## src/bpw_pkg.sv

```systemverilog
`default_nettype none
package bpw_pkg;

	localparam int OFFSET_BITS = 32;
	localparam int WIN_BITS    = 32;
	localparam int KB_SHIFT    = 10;
	localparam int COMP_BITS   = 8;
	localparam int COORD_W     = 16;
	localparam int SCR_W       = 12;
	localparam int PITCH_W     = 16;
	localparam int BPP_W       = 3;
	localparam int KB_W        = 7;
	localparam int LAYOUT_W    = 30;
	localparam int BANK_W      = 16;
	localparam int WOFF_W      = 16;
	localparam int SUM_W       = 32;

	localparam int CFG_IDX_W   = 3;
	localparam int CFG_DATA_W  = 30;

	// bank divider works on offset / 1024, one quotient bit per cycle
	localparam int DIV_W       = OFFSET_BITS - KB_SHIFT;
	localparam int DIV_CNT_W   = $clog2(DIV_W);

	localparam int QUEUE_DEPTH = 2;
	localparam int QPTR_W      = (QUEUE_DEPTH > 1) ? $clog2(QUEUE_DEPTH) : 1;
	localparam int QCNT_W      = $clog2(QUEUE_DEPTH + 1);

	localparam logic [SCR_W-1:0]    RST_SCREEN_WIDTH  = 12'd640;
	localparam logic [SCR_W-1:0]    RST_SCREEN_HEIGHT = 12'd480;
	localparam logic [PITCH_W-1:0]  RST_LINE_PITCH    = 16'd1280;
	localparam logic [BPP_W-1:0]    RST_BPP           = 3'd2;
	localparam logic [KB_W-1:0]     RST_GRANULE_KB    = 7'd64;
	localparam logic [KB_W-1:0]     RST_WINDOW_KB     = 7'd64;
	localparam logic [LAYOUT_W-1:0] RST_COLOR_LAYOUT  = '0;

	typedef enum logic [CFG_IDX_W-1:0] {
		CFG_SCREEN_WIDTH,
		CFG_SCREEN_HEIGHT,
		CFG_LINE_PITCH,
		CFG_BYTES_PER_PIXEL,
		CFG_GRANULE_KB,
		CFG_WINDOW_KB,
		CFG_COLOR_LAYOUT
	} cfg_idx_t;

	typedef struct packed {
		logic [SCR_W-1:0]    screen_width;
		logic [SCR_W-1:0]    screen_height;
		logic [PITCH_W-1:0]  line_pitch;
		logic [BPP_W-1:0]    bytes_per_pixel;
		logic [KB_W-1:0]     granule_kb;
		logic [KB_W-1:0]     window_kb;
		logic [LAYOUT_W-1:0] color_layout;
	} bpw_cfg_t;

	typedef struct packed {
		logic [31:0]            color;
		logic [BPP_W-1:0]       bpp;
		logic [OFFSET_BITS-1:0] offset;
	} bpw_item_t;

	typedef struct packed {
		logic      valid;
		bpw_item_t item;
	} bpw_push_t;

	typedef struct packed {
		logic      not_empty;
		bpw_item_t item;
	} bpw_head_t;

	typedef enum logic [1:0] {
		B_IDLE,
		B_DIV,
		B_EMIT
	} back_state_t;

	function automatic logic [31:0] place_component(
		input logic [COMP_BITS-1:0] value,
		input logic [4:0]           pos,
		input logic [4:0]           size
	);
		logic [4:0]           sz;
		logic [COMP_BITS-1:0] v;
		sz = (size > 5'(COMP_BITS)) ? 5'(COMP_BITS) : size;
		v  = value >> (5'(COMP_BITS) - sz);
		if (sz == 5'd0) begin
			return '0;
		end
		return {24'd0, v} << pos;
	endfunction

endpackage
`default_nettype wire

```

## src/bpw_pixel_if.sv

```systemverilog
`default_nettype none
interface bpw_pixel_if;
	import bpw_pkg::*;
	logic               valid;
	logic               ready;
	logic [COORD_W-1:0] pos_x;
	logic [COORD_W-1:0] pos_y;
	logic [7:0]         red;
	logic [7:0]         green;
	logic [7:0]         blue;

	modport source (output valid, pos_x, pos_y, red, green, blue, input ready);
	modport sink   (input valid, pos_x, pos_y, red, green, blue, output ready);
endinterface
`default_nettype wire

```

## src/bpw_result_if.sv

```systemverilog
`default_nettype none
interface bpw_result_if;
	import bpw_pkg::*;
	logic              valid;
	logic              ready;
	logic [31:0]       pixel_word;
	logic [BPP_W-1:0]  byte_count;
	logic [WOFF_W-1:0] window_offset;
	logic [BANK_W-1:0] bank_number;
	logic              bank_switched;

	modport source (output valid, pixel_word, byte_count, window_offset, bank_number,
		bank_switched, input ready);
	modport sink   (input valid, pixel_word, byte_count, window_offset, bank_number,
		bank_switched, output ready);
endinterface
`default_nettype wire

```

## src/bpw_cfg_if.sv

```systemverilog
`default_nettype none
interface bpw_cfg_if;
	import bpw_pkg::*;
	logic                  valid;
	logic                  ready;
	logic [CFG_IDX_W-1:0]  index;
	logic [CFG_DATA_W-1:0] data;

	modport source (output valid, index, data, input ready);
	modport sink   (input valid, index, data, output ready);
endinterface
`default_nettype wire

```

## src/bpw_front.sv

```systemverilog
`default_nettype none
module bpw_front
	import bpw_pkg::*;
(
	input  wire logic     clk,
	input  wire logic     arst_n,
	bpw_pixel_if.sink     pixel,
	input  wire bpw_cfg_t cfg,
	input  wire logic     q_full,
	output bpw_push_t     push
);

	logic               valid_s1;
	logic [COORD_W-1:0] pos_x_s1;
	logic [COORD_W-1:0] pos_y_s1;
	logic [7:0]         red_s1;
	logic [7:0]         green_s1;
	logic [7:0]         blue_s1;

	logic              on_screen;
	logic [BPP_W-1:0]  bpp;
	logic [27:0]       prod;
	logic [14:0]       xb;
	logic [SUM_W-1:0]  sum;
	logic [31:0]       color;

	always_comb begin
		on_screen = !pos_x_s1[COORD_W-1] && !pos_y_s1[COORD_W-1]
			&& (pos_x_s1 < COORD_W'(cfg.screen_width))
			&& (pos_y_s1 < COORD_W'(cfg.screen_height));

		if (cfg.bytes_per_pixel == '0) begin
			bpp = BPP_W'(1);
		end else if (cfg.bytes_per_pixel > BPP_W'(4)) begin
			bpp = BPP_W'(4);
		end else begin
			bpp = cfg.bytes_per_pixel;
		end

		// only used on screen, so the coordinates fit in SCR_W bits
		prod = 28'(pos_y_s1[SCR_W-1:0]) * 28'(cfg.line_pitch);
		xb   = 15'(pos_x_s1[SCR_W-1:0]) * 15'(bpp);
		sum  = SUM_W'(prod) + SUM_W'(xb);

		color = place_component(red_s1, cfg.color_layout[4:0], cfg.color_layout[19:15])
			| place_component(green_s1, cfg.color_layout[9:5], cfg.color_layout[24:20])
			| place_component(blue_s1, cfg.color_layout[14:10], cfg.color_layout[29:25]);
	end

	assign push.valid       = valid_s1 && on_screen;
	assign push.item.color  = color;
	assign push.item.bpp    = bpp;
	assign push.item.offset = sum[OFFSET_BITS-1:0];

	// off-screen pixels drain without touching the queue
	assign pixel.ready = !valid_s1 || !on_screen || !q_full;

	always_ff @(posedge clk or negedge arst_n) begin
		if (!arst_n) begin
			valid_s1 <= 1'b0;
		end else if (pixel.ready) begin
			valid_s1 <= pixel.valid;
		end
	end

	always_ff @(posedge clk) begin
		if (pixel.valid && pixel.ready) begin
			pos_x_s1 <= pixel.pos_x;
			pos_y_s1 <= pixel.pos_y;
			red_s1   <= pixel.red;
			green_s1 <= pixel.green;
			blue_s1  <= pixel.blue;
		end
	end

endmodule
`default_nettype wire

```

## src/bpw_queue.sv

```systemverilog
`default_nettype none
module bpw_queue
	import bpw_pkg::*;
(
	input  wire logic      clk,
	input  wire logic      arst_n,
	input  wire bpw_push_t push,
	output logic           full,
	output bpw_head_t      head,
	input  wire logic      pop
);

	bpw_item_t         entries_q [QUEUE_DEPTH];
	logic [QPTR_W-1:0] wr_ptr_q;
	logic [QPTR_W-1:0] rd_ptr_q;
	logic [QCNT_W-1:0] cnt_q;
	logic              do_push;
	logic              do_pop;

	assign full           = (cnt_q == QCNT_W'(QUEUE_DEPTH));
	assign head.not_empty = (cnt_q != '0);
	assign head.item      = entries_q[rd_ptr_q];
	assign do_push        = push.valid && !full;
	assign do_pop         = pop && head.not_empty;

	function automatic logic [QPTR_W-1:0] ptr_next(input logic [QPTR_W-1:0] p);
		return (p == QPTR_W'(QUEUE_DEPTH - 1)) ? '0 : p + QPTR_W'(1);
	endfunction

	always_ff @(posedge clk or negedge arst_n) begin
		if (!arst_n) begin
			wr_ptr_q <= '0;
			rd_ptr_q <= '0;
			cnt_q    <= '0;
		end else begin
			if (do_push) begin
				wr_ptr_q <= ptr_next(wr_ptr_q);
			end
			if (do_pop) begin
				rd_ptr_q <= ptr_next(rd_ptr_q);
			end
			case ({do_push, do_pop})
				2'b10:   cnt_q <= cnt_q + QCNT_W'(1);
				2'b01:   cnt_q <= cnt_q - QCNT_W'(1);
				default: cnt_q <= cnt_q;
			endcase
		end
	end

	always_ff @(posedge clk) begin
		if (do_push) begin
			entries_q[wr_ptr_q] <= push.item;
		end
	end

endmodule
`default_nettype wire

```

## src/bpw_back.sv

```systemverilog
`default_nettype none
module bpw_back
	import bpw_pkg::*;
(
	input  wire logic      clk,
	input  wire logic      arst_n,
	input  wire bpw_cfg_t  cfg,
	input  wire bpw_head_t head,
	output logic           pop,
	bpw_result_if.source   result
);

	back_state_t state_q, state_d;

	logic [WIN_BITS-1:0]  win_start_q;
	logic [WIN_BITS-1:0]  win_end_q;
	logic [BANK_W-1:0]    bank_q;
	bpw_item_t            item_q;
	logic [KB_W-1:0]      div_q;
	logic [KB_W-1:0]      rem_q;
	logic [DIV_W-1:0]     quo_q;
	logic [DIV_CNT_W-1:0] cnt_q;

	logic              out_valid_q;
	logic [31:0]       out_word_q;
	logic [BPP_W-1:0]  out_bpp_q;
	logic [WOFF_W-1:0] out_woff_q;
	logic [BANK_W-1:0] out_bank_q;
	logic              out_sw_q;

	logic                out_free;
	logic [WIN_BITS-1:0] head_off;
	logic                in_window;
	logic [KB_W:0]       shifted;
	logic                ge;
	logic [KB_W-1:0]     rem_nxt;
	logic [DIV_W-1:0]    start_hi;
	logic [WIN_BITS-1:0] new_start;
	logic [WIN_BITS:0]   end_sum;
	logic [WIN_BITS-1:0] new_end;
	logic [WIN_BITS-1:0] item_off;

	logic load_hit;
	logic load_div;
	logic div_step;
	logic emit_switch;

	assign out_free  = !out_valid_q || result.ready;
	assign head_off  = WIN_BITS'(head.item.offset);
	assign in_window = (head_off >= win_start_q) && (head_off < win_end_q);

	// restoring divide of offset/1024 by the granule count
	assign shifted = {rem_q, quo_q[DIV_W-1]};
	assign ge      = (shifted >= {1'b0, div_q});
	assign rem_nxt = ge ? KB_W'(shifted - {1'b0, div_q}) : shifted[KB_W-1:0];

	// window start = (offset/1024 - remainder) * 1024
	assign item_off  = WIN_BITS'(item_q.offset);
	assign start_hi  = item_q.offset[OFFSET_BITS-1:KB_SHIFT] - DIV_W'(rem_q);
	assign new_start = WIN_BITS'({start_hi, KB_SHIFT'(0)});
	assign end_sum   = (WIN_BITS + 1)'(new_start)
		+ (WIN_BITS + 1)'({cfg.window_kb, KB_SHIFT'(0)});
	assign new_end   = end_sum[WIN_BITS] ? '1 : end_sum[WIN_BITS-1:0];

	always_comb begin
		state_d     = state_q;
		pop         = 1'b0;
		load_hit    = 1'b0;
		load_div    = 1'b0;
		div_step    = 1'b0;
		emit_switch = 1'b0;
		unique case (state_q)
			B_IDLE: begin
				if (head.not_empty && out_free) begin
					pop = 1'b1;
					if (in_window) begin
						load_hit = 1'b1;
					end else begin
						load_div = 1'b1;
						state_d  = B_DIV;
					end
				end
			end
			B_DIV: begin
				div_step = 1'b1;
				if (cnt_q == DIV_CNT_W'(DIV_W - 1)) begin
					state_d = B_EMIT;
				end
			end
			B_EMIT: begin
				if (out_free) begin
					emit_switch = 1'b1;
					state_d     = B_IDLE;
				end
			end
			default: state_d = B_IDLE;
		endcase
	end

	always_ff @(posedge clk or negedge arst_n) begin
		if (!arst_n) begin
			state_q     <= B_IDLE;
			win_start_q <= '0;
			win_end_q   <= WIN_BITS'({RST_WINDOW_KB, KB_SHIFT'(0)});
			bank_q      <= '0;
			out_valid_q <= 1'b0;
		end else begin
			state_q <= state_d;
			if (emit_switch) begin
				win_start_q <= new_start;
				win_end_q   <= new_end;
				bank_q      <= BANK_W'(WIN_BITS'(quo_q));
			end
			if (load_hit || emit_switch) begin
				out_valid_q <= 1'b1;
			end else if (result.ready) begin
				out_valid_q <= 1'b0;
			end
		end
	end

	always_ff @(posedge clk) begin
		if (load_div) begin
			item_q <= head.item;
			quo_q  <= head.item.offset[OFFSET_BITS-1:KB_SHIFT];
			rem_q  <= '0;
			cnt_q  <= '0;
			div_q  <= (cfg.granule_kb == '0) ? KB_W'(1) : cfg.granule_kb;
		end else if (div_step) begin
			rem_q <= rem_nxt;
			quo_q <= {quo_q[DIV_W-2:0], ge};
			cnt_q <= cnt_q + DIV_CNT_W'(1);
		end
		if (load_hit) begin
			out_word_q <= head.item.color;
			out_bpp_q  <= head.item.bpp;
			out_woff_q <= WOFF_W'(head_off - win_start_q);
			out_bank_q <= bank_q;
			out_sw_q   <= 1'b0;
		end else if (emit_switch) begin
			out_word_q <= item_q.color;
			out_bpp_q  <= item_q.bpp;
			out_woff_q <= WOFF_W'(item_off - new_start);
			out_bank_q <= BANK_W'(WIN_BITS'(quo_q));
			out_sw_q   <= 1'b1;
		end
	end

	assign result.valid         = out_valid_q;
	assign result.pixel_word    = out_word_q;
	assign result.byte_count    = out_bpp_q;
	assign result.window_offset = out_woff_q;
	assign result.bank_number   = out_bank_q;
	assign result.bank_switched = out_sw_q;

endmodule
`default_nettype wire

```

## src/banked_pixel_writer_core.sv

```systemverilog
// Banked pixel writer: each pixel transaction is checked against the screen, packed into a
// colour word and given a byte offset (y * pitch + x * bytes per pixel) by a registered
// front stage; off-screen pixels are dropped there with no result. A two-entry queue
// feeds the back end; a pixel in the current bank window leaves via its output register
// once that is free, so such writes stream at one per cycle while results are taken. A
// pixel off the window runs the bank divider, one quotient bit per cycle for the
// OFFSET_BITS - 10 bits of offset / 1024, and leaves via the emit state, taking no new
// pixel meanwhile; the divider sets the rate when banks switch often. Registers are
// written through the always-ready cfg channel; the user must write them only while no
// pixel is in flight (not enforced). New granule and window sizes apply at the next switch.
`default_nettype none
module banked_pixel_writer_core
	import bpw_pkg::*;
(
	input  wire logic    clk,
	input  wire logic    arst_n,
	bpw_cfg_if.sink      cfg,
	bpw_pixel_if.sink    pixel,
	bpw_result_if.source result
);

	bpw_cfg_t  cfg_q;
	bpw_push_t push;
	bpw_head_t head;
	logic      q_full;
	logic      pop;

	assign cfg.ready = 1'b1;

	always_ff @(posedge clk or negedge arst_n) begin
		if (!arst_n) begin
			cfg_q.screen_width    <= RST_SCREEN_WIDTH;
			cfg_q.screen_height   <= RST_SCREEN_HEIGHT;
			cfg_q.line_pitch      <= RST_LINE_PITCH;
			cfg_q.bytes_per_pixel <= RST_BPP;
			cfg_q.granule_kb      <= RST_GRANULE_KB;
			cfg_q.window_kb       <= RST_WINDOW_KB;
			cfg_q.color_layout    <= RST_COLOR_LAYOUT;
		end else if (cfg.valid && cfg.ready) begin
			case (cfg.index)
				CFG_SCREEN_WIDTH:    cfg_q.screen_width    <= cfg.data[SCR_W-1:0];
				CFG_SCREEN_HEIGHT:   cfg_q.screen_height   <= cfg.data[SCR_W-1:0];
				CFG_LINE_PITCH:      cfg_q.line_pitch      <= cfg.data[PITCH_W-1:0];
				CFG_BYTES_PER_PIXEL: cfg_q.bytes_per_pixel <= cfg.data[BPP_W-1:0];
				CFG_GRANULE_KB:      cfg_q.granule_kb      <= cfg.data[KB_W-1:0];
				CFG_WINDOW_KB:       cfg_q.window_kb       <= cfg.data[KB_W-1:0];
				CFG_COLOR_LAYOUT:    cfg_q.color_layout    <= cfg.data[LAYOUT_W-1:0];
				default:             cfg_q                 <= cfg_q;
			endcase
		end
	end

	bpw_front u_front (
		.clk    (clk),
		.arst_n (arst_n),
		.pixel  (pixel),
		.cfg    (cfg_q),
		.q_full (q_full),
		.push   (push)
	);

	bpw_queue u_queue (
		.clk    (clk),
		.arst_n (arst_n),
		.push   (push),
		.full   (q_full),
		.head   (head),
		.pop    (pop)
	);

	bpw_back u_back (
		.clk    (clk),
		.arst_n (arst_n),
		.cfg    (cfg_q),
		.head   (head),
		.pop    (pop),
		.result (result)
	);

endmodule
`default_nettype wire

```

## src/flat_wrapper.sv

```systemverilog
// flat-port wrapper written by rule: the top's interface ports become plain ports
module banked_pixel_writer_core_flat import bpw_pkg::*;
  (clk, arst_n, cfg_valid, cfg_index, cfg_data, cfg_ready, pixel_valid, pixel_pos_x, pixel_pos_y, pixel_red, pixel_green, pixel_blue, pixel_ready, result_valid, result_pixel_word, result_byte_count, result_window_offset, result_bank_number, result_bank_switched, result_ready);
  bpw_cfg_if cfg_i ();
  bpw_pixel_if pixel_i ();
  bpw_result_if result_i ();
  input  wire logic clk;
  input  wire logic arst_n;
  input wire logic [$bits(cfg_i.valid)-1:0] cfg_valid;
  input wire logic [$bits(cfg_i.index)-1:0] cfg_index;
  input wire logic [$bits(cfg_i.data)-1:0] cfg_data;
  output wire logic [$bits(cfg_i.ready)-1:0] cfg_ready;
  input wire logic [$bits(pixel_i.valid)-1:0] pixel_valid;
  input wire logic [$bits(pixel_i.pos_x)-1:0] pixel_pos_x;
  input wire logic [$bits(pixel_i.pos_y)-1:0] pixel_pos_y;
  input wire logic [$bits(pixel_i.red)-1:0] pixel_red;
  input wire logic [$bits(pixel_i.green)-1:0] pixel_green;
  input wire logic [$bits(pixel_i.blue)-1:0] pixel_blue;
  output wire logic [$bits(pixel_i.ready)-1:0] pixel_ready;
  output wire logic [$bits(result_i.valid)-1:0] result_valid;
  output wire logic [$bits(result_i.pixel_word)-1:0] result_pixel_word;
  output wire logic [$bits(result_i.byte_count)-1:0] result_byte_count;
  output wire logic [$bits(result_i.window_offset)-1:0] result_window_offset;
  output wire logic [$bits(result_i.bank_number)-1:0] result_bank_number;
  output wire logic [$bits(result_i.bank_switched)-1:0] result_bank_switched;
  input wire logic [$bits(result_i.ready)-1:0] result_ready;
  assign cfg_i.valid = cfg_valid;
  assign cfg_i.index = cfg_index;
  assign cfg_i.data = cfg_data;
  assign cfg_ready = cfg_i.ready;
  assign pixel_i.valid = pixel_valid;
  assign pixel_i.pos_x = pixel_pos_x;
  assign pixel_i.pos_y = pixel_pos_y;
  assign pixel_i.red = pixel_red;
  assign pixel_i.green = pixel_green;
  assign pixel_i.blue = pixel_blue;
  assign pixel_ready = pixel_i.ready;
  assign result_valid = result_i.valid;
  assign result_pixel_word = result_i.pixel_word;
  assign result_byte_count = result_i.byte_count;
  assign result_window_offset = result_i.window_offset;
  assign result_bank_number = result_i.bank_number;
  assign result_bank_switched = result_i.bank_switched;
  assign result_i.ready = result_ready;
  banked_pixel_writer_core u_core (.clk(clk), .arst_n(arst_n), .cfg(cfg_i), .pixel(pixel_i), .result(result_i));
endmodule
```

## config.mk

```make
export PLATFORM = sky130hd
export DESIGN_NAME = banked_pixel_writer_core_flat
export DESIGN_NICKNAME = d
export VERILOG_FILES = /design/src/bpw_pkg.sv /design/src/bpw_pixel_if.sv /design/src/bpw_result_if.sv /design/src/bpw_cfg_if.sv /design/src/bpw_front.sv /design/src/bpw_queue.sv /design/src/bpw_back.sv /design/src/banked_pixel_writer_core.sv /design/src/flat_wrapper.sv
export SDC_FILE = /design/constraint.sdc
export NUM_CORES = 1
export LEC_CHECK = 0
export ABC_AREA = 1
export BUFFER_PORTS_ARGS = -buffer_cell sky130_fd_sc_hd__buf_2
export CORE_MARGIN = 2
export CORE_UTILIZATION = 30
export CTS_BUF_LIST = sky130_fd_sc_hd__clkbuf_4
export DETAILED_ROUTE_END_ITERATION = 7
export GPL_TIMING_DRIVEN = 1
export PLACE_DENSITY_LB_ADDON = 0.15
export SLEW_MARGIN = 20
export SYNTH_ARGS = -nofsm -noshare
export SYNTH_HDL_FRONTEND = slang
export SYNTH_HIERARCHICAL = 1
export SYNTH_SLANG_ARGS = --single-unit
```

## constraint.sdc

```tcl
create_clock -name clk -period 6.6 [get_ports clk]
set_input_delay 0.66 -clock clk [delete_from_list [all_inputs] [get_ports clk]]
set_output_delay 0.66 -clock clk [all_outputs]
set_load 0.02 [all_outputs]
```

==> results.md <==
- Antenna violations before repair: 9
- Area taken by multi-input logic gates: 16900 µm²
- Postcts setup bufs: 0
- Highest Clock Rate: 159 MHz
- Worst hold-check path type: input port to flip-flop
- Power per Cell Area: 539 nW/µm²
- Sequential-to-total area share from yosys stat: 42.3%
- Most common cell on crit path: sky130_fd_sc_hd__fa_1
- Cell with the biggest individual delay on the critical path: sky130_fd_sc_hd__edfxtp_1
- Net count reported at finish: ~4800
- Area growth syn-to-layout: 15.8%
- Length of the first detailed-routing pass in iterations: 5
- Net switching fraction of the power: 48.4%
- Cells along the critical path: nand2_1 > fa_1 > inv_1 > fa_1 > fa_1 > inv_1 > fa_1 > inv_1 > fa_1 > inv_1 > fa_1 > inv_1 > ha_1 > a21oi_1 > a21boi_0 > o21bai_1 > a21oi_1 > o21ai_0 > xor2_1
- Overall overflow remaining after global route: 0
- Synth Instances: 4064
- Die width: 345 µm
- Launching point of the worst reg2reg path: u_core/u_front/pos_y_s1[5]
- Type of origin of the critical path: flip-flop
- Deepest clock path buffer count: 3
- Setup WS post-layout: 0.320 ns
- Crit path arrival time: 6.95 ns
- WP buf/inv: 5
- Type of the setup path with the least slack: flip-flop to flip-flop
- Critical path data required time: 7.27 ns
- Via total after detailed routing: 27500
- Boundary Pins: between 150 and 200
- Final clock skew: 0.115 ns
- Maximum cell stage delay along the critical path: 0.86 ns
- Gpl congestion: ~0.88
- Slew margin rel.: 22.2%
- Final-report hold violation count: 0
- Port bufs: 163
- Global-route usage over all layers: 17.5%
- Floorplan die area: 119000 µm²
- Mapped Avg Cell Area: 8.59 µm²
- Clock transition at the registers of the reported paths: roughly 0.060 ns
- Portion of the clock cycle consumed by the worst path in the final layout: 95.1%
- Total number of H-tree levels: 4
- Share of final-layout standard cells stronger than drive strength 1: 13.9%
- Maximum number of pins on one net before global-route repair: 129
- Wire length of the first global-routing pass: 162000 µm
- Net load switching power: 0.0105 W
- Area occupied by registers: 14800 µm²
- WHS: ~0.17 ns
- Drt wl/cell: about 17 µm
- Rows: 125
- Sequential share of power: 24.8%
- Leakage dissipation: 19.7 nW
- Async set or reset register ratio after synthesis: 29.9%
- Total clock buffers created by CTS: 154
- Clock root buffer: sky130_fd_sc_hd__clkbuf_4
- Crit path from: u_core/u_front/pos_y_s1[5]
- Worst-case vdd ir drop: around 720 µV
- Count of distinct cell types in the synthesized netlist: 56
- Number of global-route vias before repair: approximately 28000
- Count of state elements after synthesis: roughly 520
- Outcome: complete, no violations
- Number of failing setup endpoints in the final timing report: 0
- Most used flip-flop cell after synthesis: sky130_fd_sc_hd__edfxtp_1
- Transition time of the tightest slew-check pin: 1.16 ns
- Detailed-route wire length: 103000 µm
- Worst slack, placed: 0.162 ns
- Power share of the clock group: roughly 15%
- CTS tree: yes
- Number of synthesized flops with an enable pin: 353
- Logic gate share of total power: approximately 60%
- Number of nets with antenna violations after routing: 0
- Number of design-rule violations left by the first detailed-router iteration: 1700
- Critical path endpoint category: flip-flop
- Clock latency of the later-clocked register in the worst-skew pair: 1.02 ns
- Number of max-cap violations: 0
- Starting density of the core: between 30 and 40%
- Total half-perimeter wirelength after legalization and detailed placement: 77000 µm
- Family of cells with the greatest summed delay on the critical path: adder cells
- Summed instance area of the synthesized netlist: 34900 µm²
- Hold Crit Start: cfg_index[1]
- Sum of negative setup slack: 0 ns
- Critical-path maximum fanout: 15
- Setup repair after global routing missed its margin: false
- Minimum period implied by the final worst setup slack: 6.28 ns
- Internal power: 0.0113 W
- CTS sink count: 522
- Number of max-slew violations in the final report: 0
- DR DRC count: 0
- Core footprint: 116000 µm²
- Average vias per placed instance: 4.56
- Die boundary height: 345 µm
- Fill cell instance count of the final layout: 12300
- Synthesis Warnings: 6
## final cells by class
cell class | count | area share, %
repair buffers | 306 | 5.41
multi-input cells | 2725 | 41.9
well taps | 1524 | 4.72
inverters | 659 | 6.12
clock inverters | 48 | 0.796
diodes | 8 | 0.0495
clock buffers | 240 | 4.46
flip-flops and latches | 522 | 36.6
## per-stage QoR
step	power (W)	util (%)	instances	cell area, µm²
after floorplan	0.0146	-	4066	34900
after global placement	0.0185	32.2	5642	37300
after detailed placement	0.0186	32.2	5642	37300
after CTS	0.0220	34.9	6023	40400
after global routing	0.0242	34.9	6031	40400
final	0.0218	34.9	6032	40400
## layout by cell type (no fill, tap or decap), types with 31 or more instances in the layout
cell / instances
sky130_fd_sc_hd__buf_4: 46
sky130_fd_sc_hd__a21oi_1: 90
sky130_fd_sc_hd__nand4_1: 77
sky130_fd_sc_hd__clkbuf_4: 240
sky130_fd_sc_hd__nand2_1: 1260
sky130_fd_sc_hd__ha_1: 200
sky130_fd_sc_hd__xor2_1: 37
sky130_fd_sc_hd__o21ai_0: 159
sky130_fd_sc_hd__dlygate4sd3_1: 93
sky130_fd_sc_hd__inv_1: 636
sky130_fd_sc_hd__nand2_2: 33
sky130_fd_sc_hd__clkinv_1: 31
sky130_fd_sc_hd__buf_2: 162
sky130_fd_sc_hd__dfrtp_1: 143
sky130_fd_sc_hd__nor2_1: 170
sky130_fd_sc_hd__edfxtp_1: 353
sky130_fd_sc_hd__fa_1: 181
sky130_fd_sc_hd__nand3_1: 337
## state kept, by name, summed over array words and instances, names as in the netlist, 22 cells and up
signal and cells:
u_core/u_back/result.pixel_word 32, u_core/u_back/quo_q 22, u_core/u_back/win_end_q 23, u_core/u_back/win_start_q 22, u_core/u_back/item_q 35, u_core/cfg_q 87, u_core/u_back/item_off 32, u_core/u_queue/entries_q 134
## tightest hold or removal path, stage by stage
cell	delay (ns)
sky130_fd_sc_hd__buf_2	0.13
sky130_fd_sc_hd__inv_2	0.08
sky130_fd_sc_hd__nor2_4	0.08
sky130_fd_sc_hd__nand3_1	0.09
sky130_fd_sc_hd__nand2_1	0.05
## power groups by stage
stage	clock [W]	combinational [W]	sequential, W
floorplan	0	0.00935	0.00525
CTS	0.00343	0.0132	0.00541
detailed placement	0	0.0131	0.00547
finish	0.00329	0.0131	0.00541
global placement	0	0.0131	0.00547
global route	0.00361	0.0151	0.00548
## logic make-up after synthesis
family / synth area share (%)
AND/OR/NAND/NOR: 24.1
other: 0.0215
adder cells (fa/ha/maj): 17.6
flip-flops: 42.3
buffers and inverters: 9.39
XOR/XNOR: 1.48
AO/OA/AOI/OAI: 5.09
## Yosys cell counts, types with 13 or more instances
cell type / instances / area share, %
sky130_fd_sc_hd__nand3_2: 23 / 0.66
sky130_fd_sc_hd__nand2_1: 1261 / 14
sky130_fd_sc_hd__a21oi_1: 92 / 1.3
sky130_fd_sc_hd__nand3_1: 338 / 4.8
sky130_fd_sc_hd__a21oi_2: 15 / 0.38
sky130_fd_sc_hd__edfxtp_1: 353 / 30
sky130_fd_sc_hd__dfrtp_1: 144 / 10
sky130_fd_sc_hd__clkbuf_1: 82 / 0.88
sky130_fd_sc_hd__inv_2: 15 / 0.16
sky130_fd_sc_hd__ha_1: 200 / 7.2
sky130_fd_sc_hd__nor2_2: 13 / 0.23
sky130_fd_sc_hd__buf_2: 53 / 0.76
sky130_fd_sc_hd__inv_1: 639 / 6.9
sky130_fd_sc_hd__xor2_1: 37 / 0.93
sky130_fd_sc_hd__nand2_2: 33 / 0.59
sky130_fd_sc_hd__fa_1: 181 / 10
sky130_fd_sc_hd__xnor2_1: 22 / 0.55
sky130_fd_sc_hd__nand4_1: 77 / 1.4
sky130_fd_sc_hd__o21ai_0: 160 / 2.3
sky130_fd_sc_hd__nor2_1: 176 / 1.9
sky130_fd_sc_hd__dfxtp_1: 13 / 0.75
## routing by layer
layer  global-route usage, %  up-vias  wire (µm)
met5                       0        -          0
met4                    4.86        0       1630
met3                    3.08      129       5190
met2                    27.5      662      46600
met1                    24.8    13000      50000
li1                        -    13700          -
## timing repair
action	4_1_cts	5_1_grt
gates resized for setup	0	4
endpoints found under the hold margin	189	0
hold buffers	93	0
setup endpoints to repair	0	28
## worst paths after layout
| kind | slack (ns) | cells after the start | endpoint |
|---|---|---|---|
| max | 0.32 | 19 | u_core/u_queue/entries_q[0][26] |
| min | 0.17 | 5 | u_core/cfg_q[57] |
| max reg2reg | 0.32 | 19 | u_core/u_queue/entries_q[0][26] |
| min reg2reg | 0.46 | 0 | u_core/u_back/div_q[2] |
| max in group asynchronous | 4.66 | 4 | u_core/u_back/state_q[1] |
| min in group asynchronous | 0.67 | 3 | u_core/u_back/bank_q[2] |
(Power assumes the default switching activity.)
